<file path="config.mk">
export PLATFORM = sky130hd
export DESIGN_NAME = masked_segmentation_f1_score_top
export DESIGN_NICKNAME = d
export VERILOG_FILES = /design/src/sv/msf1_pkg.sv /design/src/sv/msf1_ctrl.sv /design/src/sv/msf1_datapath.sv /design/src/sv/masked_segmentation_f1_score_top.sv
export SDC_FILE = /design/constraint.sdc
export NUM_CORES = 1
export LEC_CHECK = 0
export ABC_AREA = 1
export BUFFER_PORTS_ARGS = -buffer_cell sky130_fd_sc_hd__clkbuf_2
export CAP_MARGIN = 20
export CORE_MARGIN = 2
export CORE_UTILIZATION = 50
export CTS_CLUSTER_SIZE = 16
export DETAILED_ROUTE_END_ITERATION = 6
export GPL_TIMING_DRIVEN = 0
export PLACE_DENSITY = 0.69
export REMOVE_ABC_BUFFERS = 1
export SYNTH_ARGS = -nofsm -noshare
export SYNTH_HDL_FRONTEND = slang
export SYNTH_SLANG_ARGS = --single-unit
</file>
<file path="constraint.sdc">
create_clock -name clk -period 6.2 [get_ports clk]
set_clock_uncertainty 0.1 [all_clocks]
set_input_delay 0.62 -clock clk [delete_from_list [all_inputs] [get_ports clk]]
set_output_delay 0.62 -clock clk [all_outputs]
set_load 0.01 [all_outputs]
</file>
<file path="src/sv/msf1_pkg.sv">
// Shared types and constants for the masked segmentation F1 score block.
// No dependencies; used by msf1_ctrl, msf1_datapath and the top level.
package msf1_pkg;

  localparam logic [7:0] FG_VALUE = 8'h00;
  localparam logic [7:0] BG_VALUE = 8'hFF;

  // Which ratio the shared divider is working on
  typedef enum logic [1:0] {
    SEL_PREC = 2'd0,
    SEL_REC  = 2'd1,
    SEL_F1   = 2'd2
  } div_sel_t;

  typedef enum logic [4:0] {
    S_IDLE  = 5'b00001,
    S_LOAD  = 5'b00010,
    S_DIV   = 5'b00100,
    S_STORE = 5'b01000,
    S_OUT   = 5'b10000
  } msf1_state_t;

  // Commands from the controller to the datapath
  typedef struct packed {
    logic     count;  // pixel word accepted
    logic     snap;   // frame end: latch floored counts, clear counters
    logic     load;   // load divider operands for sel
    logic     step;   // one restoring-division step
    logic     store;  // write quotient to the result slot for sel
    div_sel_t sel;
  } msf1_cmd_t;

endpackage

</file>
<file path="src/sv/msf1_ctrl.sv">
// Sequencer for the F1 score block: handshakes and the three-pass divider schedule.
// Depends on msf1_pkg.
module msf1_ctrl import msf1_pkg::*; #(
  parameter int FRACTION_BITS = 16
) (
  input  logic      clk,
  input  logic      rst_n,
  input  logic      in_valid,
  input  logic      in_last_pixel,
  output logic      in_stall,
  output logic      out_valid,
  input  logic      out_stall,
  output msf1_cmd_t cmd
);

  localparam int SW = $clog2(FRACTION_BITS + 1);

  msf1_state_t    state_r, state_nxt;
  div_sel_t       sel_r, sel_nxt;
  logic [SW-1:0]  step_r, step_nxt;
  logic           in_acc;
  logic           last_step;

  // Pixels keep flowing during division; only a frame end has to wait.
  assign in_stall  = in_last_pixel && (state_r != S_IDLE);
  assign in_acc    = in_valid && !in_stall;
  assign out_valid = (state_r == S_OUT);
  assign last_step = (step_r == SW'(FRACTION_BITS));

  always_comb begin
    state_nxt = state_r;
    sel_nxt   = sel_r;
    step_nxt  = step_r;
    cmd.count = in_acc;
    cmd.snap  = in_acc && in_last_pixel;
    cmd.load  = 1'b0;
    cmd.step  = 1'b0;
    cmd.store = 1'b0;
    cmd.sel   = sel_r;
    case (state_r)
      S_IDLE: begin
        if (cmd.snap) begin
          state_nxt = S_LOAD;
          sel_nxt   = SEL_PREC;
        end
      end
      S_LOAD: begin
        cmd.load  = 1'b1;
        step_nxt  = '0;
        state_nxt = S_DIV;
      end
      S_DIV: begin
        cmd.step = 1'b1;
        step_nxt = step_r + 1'b1;
        if (last_step) begin
          state_nxt = S_STORE;
        end
      end
      S_STORE: begin
        cmd.store = 1'b1;
        case (sel_r)
          SEL_PREC: begin
            sel_nxt   = SEL_REC;
            state_nxt = S_LOAD;
          end
          SEL_REC: begin
            sel_nxt   = SEL_F1;
            state_nxt = S_LOAD;
          end
          default: begin
            state_nxt = S_OUT;
          end
        endcase
      end
      S_OUT: begin
        if (!out_stall) begin
          state_nxt = S_IDLE;
        end
      end
      default: begin
        state_nxt = S_IDLE;
      end
    endcase
  end

  always_ff @(posedge clk) begin
    if (!rst_n) begin
      state_r <= S_IDLE;
      sel_r   <= SEL_PREC;
      step_r  <= '0;
    end else begin
      state_r <= state_nxt;
      sel_r   <= sel_nxt;
      step_r  <= step_nxt;
    end
  end

endmodule

</file>
<file path="src/sv/msf1_datapath.sv">
// Datapath: saturating tp/fp/fn counters, frame snapshot, shared bit-serial
// divider and result registers. Depends on msf1_pkg.
module msf1_datapath import msf1_pkg::*; #(
  parameter int PIXEL_COUNT_LOG2 = 22,
  parameter int FRACTION_BITS    = 16
) (
  input  logic                        clk,
  input  logic                        rst_n,
  input  msf1_cmd_t                   cmd,
  input  logic [7:0]                  mask_pixel,
  input  logic [7:0]                  predicted_pixel,
  input  logic [7:0]                  target_pixel,
  output logic [PIXEL_COUNT_LOG2:0]   true_pos,
  output logic [PIXEL_COUNT_LOG2:0]   false_pos,
  output logic [PIXEL_COUNT_LOG2:0]   false_neg,
  output logic [FRACTION_BITS:0]      precision_q16,
  output logic [FRACTION_BITS:0]      recall_q16,
  output logic [FRACTION_BITS:0]      f1_q16
);

  localparam int CW = PIXEL_COUNT_LOG2 + 1;  // count width
  localparam int DW = PIXEL_COUNT_LOG2 + 3;  // divider operand width
  localparam int QW = FRACTION_BITS + 1;     // quotient width

  logic [CW-1:0] tp_cnt_r, fp_cnt_r, fn_cnt_r;
  logic [CW-1:0] tp_inc, fp_inc, fn_inc;
  logic [CW-1:0] tp_r, fp_r, fn_r;
  logic          hit_tp, hit_fp, hit_fn;
  logic          p_fg, p_bg, t_fg, t_bg, in_mask;

  logic [DW-1:0] rem_r, den_r;
  logic [DW-1:0] num_ld, den_ld, rem_sub;
  logic          q_bit;
  logic [QW-1:0] quo_r;
  logic [QW-1:0] prec_r, rec_r, f1_r;

  assign p_fg    = (predicted_pixel == FG_VALUE);
  assign p_bg    = (predicted_pixel == BG_VALUE);
  assign t_fg    = (target_pixel == FG_VALUE);
  assign t_bg    = (target_pixel == BG_VALUE);
  assign in_mask = (mask_pixel != 8'd0);
  assign hit_tp  = cmd.count && in_mask && p_fg && t_fg;
  assign hit_fp  = cmd.count && in_mask && p_fg && t_bg;
  assign hit_fn  = cmd.count && in_mask && p_bg && t_fg;

  // Counts never exceed 2^P, so the top bit alone marks saturation.
  assign tp_inc = (hit_tp && !tp_cnt_r[CW-1]) ? tp_cnt_r + 1'b1 : tp_cnt_r;
  assign fp_inc = (hit_fp && !fp_cnt_r[CW-1]) ? fp_cnt_r + 1'b1 : fp_cnt_r;
  assign fn_inc = (hit_fn && !fn_cnt_r[CW-1]) ? fn_cnt_r + 1'b1 : fn_cnt_r;

  always_ff @(posedge clk) begin
    if (!rst_n) begin
      tp_cnt_r <= '0;
      fp_cnt_r <= '0;
      fn_cnt_r <= '0;
    end else if (cmd.snap) begin
      tp_cnt_r <= '0;
      fp_cnt_r <= '0;
      fn_cnt_r <= '0;
    end else begin
      tp_cnt_r <= tp_inc;
      fp_cnt_r <= fp_inc;
      fn_cnt_r <= fn_inc;
    end
  end

  // Frame snapshot, zero counts floored at one
  always_ff @(posedge clk) begin
    if (cmd.snap) begin
      tp_r <= (tp_inc == '0) ? CW'(1) : tp_inc;
      fp_r <= (fp_inc == '0) ? CW'(1) : fp_inc;
      fn_r <= (fn_inc == '0) ? CW'(1) : fn_inc;
    end
  end

  always_comb begin
    case (cmd.sel)
      SEL_PREC: begin
        num_ld = DW'(tp_r);
        den_ld = DW'(tp_r) + DW'(fp_r);
      end
      SEL_REC: begin
        num_ld = DW'(tp_r);
        den_ld = DW'(tp_r) + DW'(fn_r);
      end
      default: begin
        num_ld = DW'(tp_r) << 1;
        den_ld = (DW'(tp_r) << 1) + DW'(fp_r) + DW'(fn_r);
      end
    endcase
  end

  // Restoring division, one quotient bit per step, MSB (weight 2^F) first.
  // num <= den keeps the remainder below den, so the shifted value fits DW.
  assign q_bit   = (rem_r >= den_r);
  assign rem_sub = q_bit ? rem_r - den_r : rem_r;

  always_ff @(posedge clk) begin
    if (cmd.load) begin
      rem_r <= num_ld;
      den_r <= den_ld;
      quo_r <= '0;
    end else if (cmd.step) begin
      rem_r <= rem_sub << 1;
      quo_r <= {quo_r[QW-2:0], q_bit};
    end
  end

  always_ff @(posedge clk) begin
    if (cmd.store) begin
      case (cmd.sel)
        SEL_PREC: prec_r <= quo_r;
        SEL_REC:  rec_r  <= quo_r;
        default:  f1_r   <= quo_r;
      endcase
    end
  end

  assign true_pos      = tp_r;
  assign false_pos     = fp_r;
  assign false_neg     = fn_r;
  assign precision_q16 = prec_r;
  assign recall_q16    = rec_r;
  assign f1_q16        = f1_r;

endmodule

</file>
<file path="src/sv/masked_segmentation_f1_score_top.sv">
// Masked binary segmentation F1 score: pixel word in, one score word per image.
// Pixel words are taken one per clock, including while the previous image's
// scores are being computed. A word flagged last_pixel closes the image:
// precision, recall and F1 come from one shared restoring divider producing a
// quotient bit per cycle, after which the score word is offered on out_*. A
// last pixel is held off (in_stall) until that score word has been taken; all
// other pixels are never stalled. Depends on msf1_pkg, msf1_ctrl and
// msf1_datapath.
module masked_segmentation_f1_score_top import msf1_pkg::*; #(
  parameter int PIXEL_COUNT_LOG2 = 22,
  parameter int FRACTION_BITS    = 16
) (
  input  logic                      clk,
  input  logic                      rst_n,
  input  logic                      in_valid,
  output logic                      in_stall,
  input  logic [7:0]                in_mask_pixel,
  input  logic [7:0]                in_predicted_pixel,
  input  logic [7:0]                in_target_pixel,
  input  logic                      in_last_pixel,
  output logic                      out_valid,
  input  logic                      out_stall,
  output logic [PIXEL_COUNT_LOG2:0] out_true_pos,
  output logic [PIXEL_COUNT_LOG2:0] out_false_pos,
  output logic [PIXEL_COUNT_LOG2:0] out_false_neg,
  output logic [FRACTION_BITS:0]    out_precision_q16,
  output logic [FRACTION_BITS:0]    out_recall_q16,
  output logic [FRACTION_BITS:0]    out_f1_q16
);

  msf1_cmd_t cmd;

  msf1_ctrl #(
    .FRACTION_BITS(FRACTION_BITS)
  ) u_ctrl (
    .clk          (clk),
    .rst_n        (rst_n),
    .in_valid     (in_valid),
    .in_last_pixel(in_last_pixel),
    .in_stall     (in_stall),
    .out_valid    (out_valid),
    .out_stall    (out_stall),
    .cmd          (cmd)
  );

  msf1_datapath #(
    .PIXEL_COUNT_LOG2(PIXEL_COUNT_LOG2),
    .FRACTION_BITS   (FRACTION_BITS)
  ) u_datapath (
    .clk            (clk),
    .rst_n          (rst_n),
    .cmd            (cmd),
    .mask_pixel     (in_mask_pixel),
    .predicted_pixel(in_predicted_pixel),
    .target_pixel   (in_target_pixel),
    .true_pos       (out_true_pos),
    .false_pos      (out_false_pos),
    .false_neg      (out_false_neg),
    .precision_q16  (out_precision_q16),
    .recall_q16     (out_recall_q16),
    .f1_q16         (out_f1_q16)
  );

endmodule

</file>
==> impl_metrics.csv, run 1 <==
group,metric,value,unit
routing,wl_per_cell,16.26,µm
routing,final_antenna_net_count,0,
cells_and_area,diodes,0,
cells_and_area,fillers,2981,
timing,fmax,224.8,MHz
floorplanning,die_area,34600,µm²
synth,netlist_top_cells_area,"edfxtp_1, nand2_1, dfxtp_1",
place,dp_cells,2682,
synth,syn-mean-instance-area,7.788,µm²
cells_and_area,layout_common_cells,"nand2_1, nor2_1, inv_1",
cells_and_area,drive_above_1_share,11.47,%
cells_and_area,layout.nets,2401,
grt,grt_pass1_vias,13857,
timing,period_share,71.74,%
clock_tree,cts_hold_buf,0,
cells_and_area,final_common_cell,"nand2_1",
cells_and_area,syn2layout_area_growth,13.71,%
routing,route.detailed.drc,0,
clock_tree,ctsResizeCount,0,
clock_tree,cts_root_buf,"clkbuf_16",
run_status,status,"completed",
timing,rsz0062_at_grt,"no",
place,hpwl,34.66,mm
synth,ys_warn_count,0,
grt,grt_max_degree,61,
clock_tree,clock-sinks,268,
grt,antenna_found_initial,0,
synth,yosysUniqueCellTypes,46,
clock_tree,cts_setup_buffers,0,
worst_hold_path,hold_class,"in2reg",
floorplanning,initial_core_util,50.79,%
clock_tree,clock_latency,550,ps
synth,synth_seq_cells,268,
grt,gr-total-overflow,0,
routing,first_pass_iters,6,
power,power.leakage,0.008081,µW
worst_setup_path,critPathKind,"reg2reg",
timing,maxSlewViolCount,0,
worst_setup_path,critPathRequiredTime,6390,ps
worst_setup_path,rrSetupSlack,1750,ps
synth,synth-seq-area-share,42.66,%
grt,track_usage,25.75,%
floorplanning,chipWidth,186.0,µm
cells_and_area,fin_cells,2734,
synth,yosys.area.top_type,"edfxtp_1",
floorplanning,num_rows,66,
timing,post-route-min-period,4448,ps
clock_tree,clockBufferDepth,3,
timing,finalHoldViolCount,0,
routing,avgViaCountPerCell,5.355,
routing,route.vias.total,14641,
power,finalPower,5280,µW
place,io_buffers,150,
power,power_density,280.3,nW/µm²
power,irDropWorstVdd,0.2006,mV
clock_tree,htreeDepth,1,
timing,timing.slew.headroom,29.93,%
timing,setup_viol,0,
routing,drt_iter0_drc,833,
routing,routed_wl,44.45,mm
floorplanning,io_pins,151,
timing,tightest_slew,1050,ps
synth,synth_top_area_share,30.82,%
worst_setup_path,crit_path_max_fanout,53,
place,globalplace.congestion,0.9435,
synth,async_flop_share,0,%
synth,synthFlopType,"edfxtp_1",
grt,grt_pass1_wl,70.60,mm
synth,synth_edf_count,170,
clock_tree,cts_tree,"built",
floorplanning,die_h,186.0,µm
flow_run,maxCapViolations,0,
floorplanning,core_area,32620,µm²
synth,netlist_instances,2127,
worst_setup_path,worstSetupEndpointType,"flop",
worst_setup_path,worstPathArrival,4640,ps
clock_tree,clkTransAtPathRegs,60,ps
worst_setup_path,startpoint_type,"flop",
synth,synthesis.area,16570,µm²
clock_tree,cts_buffers,28,
[critical path, cell delays in order (launching register included)]
cell and delay (ps):
dfxtp_2 950, nor2_2 130, inv_1 660, nand2_1 100
nand2_1 100, ha_1 170, inv_1 60, fa_1 410
o31ai_1 740, a21oi_1 220, o21ai_0 250, a21oi_1 90
o21ai_0 130, nand2_1 80
[routing by layer]
layer / part of all wire [%] / up-vias / global-route usage (%) / routed length (µm)
met1: 43 / 6752 / 33.87 / 19240
met3: 5.6 / 81 / 2.817 / 2478
met2: 47 / 418 / 43.60 / 20850
li1: - / 7390 / - / -
met4: 4.2 / 0 / 9.984 / 1880
met5: 0 / - / 0 / 0
[stage by stage]
stage	hold WS (ps)	util (%)	area, µm²	setup TNS, ps	setup slack, ps
after floorplan	341.1	-	16340	0	1631
after global placement	351.4	54.10	17650	-408.9	-234.4
after detailed placement	357.2	54.80	17880	0	1832
after CTS	245.6	57.75	18840	0	1818
after global routing	248.3	57.75	18840	0	1517
final	266.2	57.75	18840	0	1752
[layout make-up]
class                      instances  area [µm²]  area share [%]
multi-input combinational       1587        8459           44.91
sequential                       268        7068           37.52
timing repair buffer             160       950.9           5.048
inverter                         225       844.6           4.484
clock buffer                      36       760.7           4.039
tap                              442       553.0           2.936
clock inverter                    16       200.2           1.063
[state kept, by name, indices dropped and copies added (netlist names)]
signal and count:
u_ctrl.sel_r 2, u_ctrl.state_r 5, u_ctrl.step_r 5, u_datapath.den_r 25, u_datapath.f1_q16 17, u_datapath.false_neg 23, u_datapath.false_pos 23, u_datapath.fn_cnt_r 23
u_datapath.fp_cnt_r 23, u_datapath.precision_q16 17, u_datapath.quo_r 17, u_datapath.recall_q16 17, u_datapath.rem_r 25, u_datapath.tp_cnt_r 23, u_datapath.true_pos 23
[cells in the mapped netlist, types with 6 or more instances]
library cell  number
a21o_1            17
a21oi_1          163
a31oi_1            8
buf_2              9
clkbuf_1          31
dfxtp_1           98
edfxtp_1         170
fa_1              25
ha_1              77
inv_1            221
nand2_1          585
nand2_2           23
nand3_1          115
nand3b_1          20
nand4_1           28
nor2_1           238
nor2_2             8
nor3_1            26
nor4_1             7
o211ai_1           6
o21ai_0          135
o22ai_1           16
xnor2_1           21
xor2_1            28
[kinds of logic after synthesis]
logic type                 Yosys count  share of synthesized area [%]
AOI/OAI and AO/OA                  370                          12.11
adders and majority gates          102                          8.837
buffers and inverters              272                          6.435
DFF                                268                          42.66
and+or+nand+nor                   1066                          27.37
xor gates and xnor gates            49                          2.591
[final timing paths]
check	startpoint	end	cells after the start
worst max-delay path	u_ctrl.sel_r[1]	u_datapath.den_r[16]	13
worst min-delay path	out_stall	u_ctrl.state_r[4]	3
worst max register to register	u_ctrl.sel_r[1]	u_datapath.den_r[16]	13
worst min register to register	u_ctrl.sel_r[0]	u_ctrl.sel_r[0]	2
[power by group]
| part | switching, µW | leakage, µW | internal (µW) |
|---|---|---|---|
| Combinational | 829 | 0.00525 | 458 |
| Clock | 722 | 0.000462 | 1010 |
| Sequential | 142 | 0.00236 | 2120 |
| Total | 1690 | 0.00808 | 3590 |
(Power assumes the default switching activity.)
==> run 2: changes to the inputs <==
--- a/config.mk
+++ b/config.mk
@@ -5,7 +5,7 @@
 export SDC_FILE = /design/constraint.sdc
 export NUM_CORES = 1
 export LEC_CHECK = 0
-export ABC_AREA = 1
+export ABC_AREA = 0
 export BUFFER_PORTS_ARGS = -buffer_cell sky130_fd_sc_hd__clkbuf_2
 export CAP_MARGIN = 20
 export CORE_MARGIN = 2
@@ -13,7 +13,7 @@
 export CTS_CLUSTER_SIZE = 16
 export DETAILED_ROUTE_END_ITERATION = 6
 export GPL_TIMING_DRIVEN = 0
-export PLACE_DENSITY = 0.69
+export PLACE_DENSITY = 0.72
 export REMOVE_ABC_BUFFERS = 1
 export SYNTH_ARGS = -nofsm -noshare
 export SYNTH_HDL_FRONTEND = slang
==> constraint.sdc (replaced) <==
create_clock -name clk -period 4 [get_ports clk]
set_clock_uncertainty 0.1 [all_clocks]
set_input_delay 0.4 -clock clk [delete_from_list [all_inputs] [get_ports clk]]
set_output_delay 0.4 -clock clk [all_outputs]
set_load 0.01 [all_outputs]
==> run 2 against run 1 <==
- critical endpoint is now u_datapath.den_r[20]
- critical path type unchanged
- routed wire length fell by 13%
- sequential cell count did not move
- combinational power rose by 110%
- worst hold slack got worse by 150 ps
- largest power group unchanged
==> impl_metrics.csv, run 2 <==
group,metric,value,unit
clock_tree,clkTransAtPathRegs,70,ps
floorplanning,io_pins,151,
worst_setup_path,worstSetupEndpointType,"flop",
clock_tree,clock-sinks,268,
place,globalplace.congestion,0.8757,
grt,gr-total-overflow,0,
floorplanning,die_h,177.4,µm
synth,synth_top_family_by_area,"simple AND/OR/NAND/NOR gates",
timing,tightest_slew,1182,ps
synth,synth_top_area_share,33.94,%
cells_and_area,fin_cells,2022,
clock_tree,clockBufferDepth,3,
grt,grt_pass1_vias,11096,
synth,netlist_top_cells_area,"edfxtp_1, dfxtp_1, ha_1",
clock_tree,htreeDepth,1,
cells_and_area,drive_above_1_share,17.84,%
floorplanning,initial_core_util,50.75,%
place,hpwl,28.49,mm
synth,synthXorXnorAreaFrac,7.104,%
worst_setup_path,worstPathArrival,4060,ps
timing,setup_viol,0,
worst_setup_path,r2r_start,"u_ctrl.sel_r[1]",
grt,track_usage,23.95,%
synth,synthesis.area,15040,µm²
clock_tree,cts_buffers,28,
synth,synth-seq-area-share,46.98,%
worst_hold_path,min_from,"out_stall",
run_status,status,"completed",
flow_run,maxCapViolations,0,
cells_and_area,reg.largest.list,"u_datapath.den_r x25, u_datapath.rem_r x25",
synth,ys_warn_count,0,
timing,finalHoldViolCount,0,
synth,synthTopCellsByCount,"edfxtp_1, nor2_1, nand2_1",
routing,wl_per_cell,19.07,µm
synth,synth_compound_area_share,12.99,%
worst_hold_path,hold_class,"in2reg",
synth,synth_seq_cells,268,
cells_and_area,layout.nets,1740,
synth,yosysMostFrequentCell,"edfxtp_1",
worst_setup_path,critPathRequiredTime,4190,ps
synth,async_flop_share,0,%
synth,yosys.area.top_type,"edfxtp_1",
timing,period_share,96.88,%
worst_setup_path,startpoint_type,"flop",
clock_tree,cts_tree,"built",
cells_and_area,seqCellArea,7072,µm²
synth,syn-mean-instance-area,10.42,µm²
timing,rsz0062_at_grt,"no",
synth,synthSimpleGateAreaFrac,16.24,%
clock_tree,clock_latency,550,ps
clock_tree,cts_root_buf,"clkbuf_16",
routing,drt_iter0_drc,1032,
routing,route.detailed.drc,0,
worst_setup_path,startpoint,"u_ctrl.sel_r[1]",
floorplanning,num_rows,63,
place,dp_cells,1952,
floorplanning,die_area,31490,µm²
power,irDropWorstVdd,0.3493,mV
timing,maxSlewViolCount,0,
worst_setup_path,critPathKind,"reg2reg",
cells_and_area,multi_input_area,7631,µm²
grt,grt_max_degree,40,
power,power_density,509.9,nW/µm²
routing,first_pass_iters,5,
grt,antenna_found_initial,0,
floorplanning,chipWidth,177.4,µm
floorplanning,core_area,29640,µm²
synth,synth_edf_count,170,
timing,timing.slew.headroom,20.18,%
synth,netlist_instances,1444,
cells_and_area,layout_common_cells,"edfxtp_1, clkbuf_2, nor2_1",
routing,avgViaCountPerCell,5.741,
grt,grt_pass1_wl,59.21,mm
synth,synthFlopType,"edfxtp_1",
cells_and_area,final_common_cell,"edfxtp_1",
timing,fmax,258.1,MHz
cells_and_area,fillers,2428,
synth,synthAdderAreaFrac,9.733,%
cells_and_area,syn2layout_area_growth,17.01,%
timing,post-route-min-period,3875,ps
worst_setup_path,crit_path_max_fanout,18,
synth,yosysUniqueCellTypes,72,
power,power.leakage,0.007162,µW
timing,finalSetupTns,0,ps
routing,final_antenna_net_count,0,
routing,route.vias.total,11608,
place,io_buffers,150,
synth,synth_mux_area_share,3.877,%
routing,routed_wl,38.57,mm
==> run 2: layout make-up <==
cell class	instances	area share (%)
Sequential cell	268	40.18
Tap cell	390	2.773
Clock buffer	31	4.344
Antenna cell	1	0.01422
Timing Repair inverter	1	0.04266
Multi-Input combinational cell	1056	43.36
Timing Repair Buffer	172	5.858
Clock inverter	21	1.507
Inverter	82	1.920
==> run 2: worst max-delay path, cell delays in order (launching register included) <==
cell and delay (ps):
dfxtp_4 370, buf_12 150, clkinv_16 100, nand2_8 120, mux2_2 360, ha_1 220, or4_1 550, o211ai_1 180
buf_4 150, a211oi_2 80, o41a_1 490, o41ai_2 290, o22ai_1 110, a311o_1 320
==> run 2: through the flow <==
stage	setup WS (ps)	utilization (%)	power [µW]	hold slack, ps	cell area [µm²]
6_report	125.0	59.38	8974	114.1	17600
2_1_floorplan	-2315	-	5339	313.0	14890
3_3_place_gp	-4337	54.41	5997	330.7	16130
3_5_place_dp	-2289	54.93	6080	335.6	16280
4_1_cts	27.26	58.99	8968	92.06	17480
5_1_grt	0.02753	59.37	9428	110.5	17600
==> run 2: path summary, 6_finish.rpt <==
| path | to | slack [ps] | depth (start not counted) |
|---|---|---|---|
| worst max-delay path | u_datapath.den_r[20] | 120 | 13 |
| worst min-delay path | u_ctrl.state_r[4] | 110 | 3 |
| worst max register to register | u_datapath.den_r[20] | 120 | 13 |
| worst min register to register | u_ctrl.step_r[4] | 350 | 1 |
==> run 2: where the power goes <==
| part | total [µW] | switching (µW) | leakage (µW) | internal (µW) |
|---|---|---|---|---|
| combinational | 2680 | 1570 | 0.00432 | 1110 |
| clock | 2860 | 1100 | 0.000500 | 1760 |
| sequential | 3430 | 222 | 0.00234 | 3210 |
| total | 8970 | 2900 | 0.00716 | 6080 |
==> run 2: routing by layer <==
metal | vias up | global-route usage (%) | routed length (µm)
met3 | 77 | 2.871 | 2012
met5 | - | 0 | 0
met4 | 0 | 8.607 | 1463
met1 | 5522 | 31.26 | 16320
li1 | 5619 | - | -
met2 | 390 | 41.02 | 18780
==> run 2: cell families (layout without fill, tap and decap cells) <==
logic type / after synthesis / count (layout)
compound gates: 297 / 297
simple gates: 478 / 480
xor+xnor: 122 / 122
other cells: 0 / 1
mux: 55 / 55
buf+inv: 122 / 307
flops: 268 / 268
fa+ha+maj: 102 / 102
==> run 2: repair_timing <==
item                       in CTS  in global routing
gates cloned                    3                  2
setup buffers                   5                  7
setup endpoints to repair      34                 37
resized for setup              18                 10
hold buffers                    0                  0
pin swaps                       5                  4
==> run 3: changes to the inputs <==
--- a/config.mk
+++ b/config.mk
@@ -13,7 +13,7 @@
 export CTS_CLUSTER_SIZE = 16
 export DETAILED_ROUTE_END_ITERATION = 6
 export GPL_TIMING_DRIVEN = 0
-export PLACE_DENSITY = 0.72
+export PLACE_DENSITY = 0.8
 export REMOVE_ABC_BUFFERS = 1
 export SYNTH_ARGS = -nofsm -noshare
 export SYNTH_HDL_FRONTEND = slang
==> run 3 against run 2 <==
- critical path type unchanged
- clock power fell by 13%
- critical path depth rose by 4
- final area fell by 1.3%
- die area did not move
- routed wire length fell by 1.7%
- largest power group unchanged
- sequential power barely moved
==> impl_metrics.csv, run 3 (synthesized netlist as in run 2, its figures left out) <==
group,metric,value,unit
cells_and_area,diodes,0,
power,finalPower,8580,µW
cells_and_area,seqCellArea,7071,µm²
grt,grt_max_degree,54,
timing,finalHoldViolCount,0,
grt,grt_pass1_vias,11630,
clock_tree,cts_tree,"built",
routing,avgViaCountPerCell,5.869,
grt,grt_pass1_wl,59.17,mm
run_status,status,"completed",
timing,timing.slew.headroom,33.90,%
timing,fmax,254.7,MHz
cells_and_area,layout.nets,1732,
grt,antenna_found_initial,0,
place,io_buffers,150,
cells_and_area,drive_above_1_share,16.53,%
cells_and_area,layout_common_cells,"edfxtp_1, clkbuf_2, nor2_1",
floorplanning,chipWidth,177.4,µm
worst_setup_path,worstSetupEndpointType,"flop",
floorplanning,io_pins,151,
grt,track_usage,23.69,%
worst_setup_path,crit_path_max_fanout,17,
worst_setup_path,critPathKind,"reg2reg",
cells_and_area,fillers,2418,
clock_tree,clkTransAtPathRegs,60,ps
flow_run,maxCapViolations,0,
timing,maxSlewViolCount,0,
worst_setup_path,rrSetupSlack,70,ps
clock_tree,cts_buffers,27,
worst_setup_path,worstPathArrival,4110,ps
floorplanning,die_area,31490,µm²
routing,route.detailed.drc,0,
routing,wl_per_cell,18.85,µm
floorplanning,core_area,29640,µm²
power,irDropWorstVdd,0.3617,mV
grt,gr-total-overflow,0,
power,power_density,493.9,nW/µm²
clock_tree,cts_hold_buf,0,
cells_and_area,final_common_cell,"edfxtp_1",
cells_and_area,fin_cells,2011,
clock_tree,htreeDepth,1,
timing,period_share,98.15,%
clock_tree,clock_latency,540,ps
clock_tree,cts_root_buf,"clkbuf_16",
place,globalplace.congestion,0.9746,
routing,routed_wl,37.91,mm
timing,setup_viol,0,
floorplanning,initial_core_util,50.75,%
routing,first_pass_iters,5,
clock_tree,clock-sinks,268,
cells_and_area,syn2layout_area_growth,15.50,%
routing,route.vias.total,11803,
cells_and_area,reg.largest.list,"u_datapath.den_r x25, u_datapath.rem_r x25",
worst_setup_path,critPathRequiredTime,4190,ps
floorplanning,die_h,177.4,µm
routing,final_antenna_net_count,0,
worst_hold_path,hold_class,"in2reg",
timing,rsz0062_at_grt,"yes",
worst_setup_path,startpoint_type,"flop",
timing,post-route-min-period,3926,ps
routing,drt_iter0_drc,1034,
place,hpwl,28.16,mm
place,dp_cells,1953,
cells_and_area,multi_input_area,7620,µm²
power,power.leakage,0.007070,µW
floorplanning,num_rows,63,
timing,tightest_slew,990.4,ps
clock_tree,clockBufferDepth,3,
[run 3: changes by cell type in the layout (fill, tap and decap cells not counted), sizes merged]
| cell | before | now |
|---|---|---|
| buf | 20 | 14 |
| bufbuf | 1 | 2 |
| bufinv | 6 | 2 |
| clkbuf | 182 | 190 |
| clkinv | 13 | 7 |
| clkinvlp | 5 | 0 |
| diode | 1 | 0 |
| inv | 80 | 83 |
| nand2 | 108 | 107 |
[run 3: worst paths after layout]
| kind | depth (start not counted) | end | from |
|---|---|---|---|
| worst max-delay path | 17 | u_datapath.den_r[20] | u_ctrl.sel_r[1] |
| worst max register to register | 17 | u_datapath.den_r[20] | u_ctrl.sel_r[1] |
| worst min register to register | 1 | u_ctrl.step_r[4] | u_ctrl.step_r[4] |
| worst min-delay path | 3 | u_ctrl.state_r[4] | out_stall |
[run 3: routing by layer]
layer,global-route usage (%),vias up,part of all wire (%),wire length [µm]
li1,-,5589,-,-
met2,40.46,430,48,18210
met1,29.29,5661,41,15680
met5,0,-,0,0
met3,2.721,123,4.9,1850
met4,12.94,0,5.7,2170
[run 3: stage by stage]
stage	worst slack, ps	utilization (%)	area (µm²)	hold WS [ps]	TNS, ps
after floorplan	-2315	-	14890	313.0	-35530
after global placement	-4279	54.41	16130	327.8	-159930
after detailed placement	-2279	54.97	16290	341.9	-26930
after CTS	27.17	58.51	17340	86.89	0
after global routing	-88.16	58.61	17370	118.7	-88.16
final	73.97	58.61	17370	108.4	0
[run 3: power by group]
group,total (µW),switching [µW],internal (µW)
clock,2480,1030,1450
sequential,3420,215,3210
combinational,2680,1570,1110
total,8580,2810,5770
[run 3: worst max-delay path: stages (launching register included)]
cell and delay (ps):
dfxtp_4 410, buf_12 170, clkinv_8 130, nand2_8 140, mux2_2 350, ha_1 220
inv_1 80, fa_1 200, nor2b_1 70, o21ai_2 160, a21boi_2 100, o211ai_1 180
buf_4 160, a211oi_2 70, o41a_1 400, o41ai_4 270, o22ai_1 120, a311o_1 340
[run 3: layout make-up]
cell class | instances | area share, %
flip-flops and latches | 268 | 40.70
inverters | 82 | 1.844
repair buffers | 167 | 5.791
clock inverters | 10 | 0.6050
clock buffers | 39 | 4.386
multi-input cells | 1055 | 43.86
well taps | 390 | 2.809
[run 3: what timing repair did]
item	in CTS	in global routing
endpoints found under the setup margin	24	27
buffers inserted	5	0
resized for setup	15	6
pin swaps	5	1
gates cloned	3	0
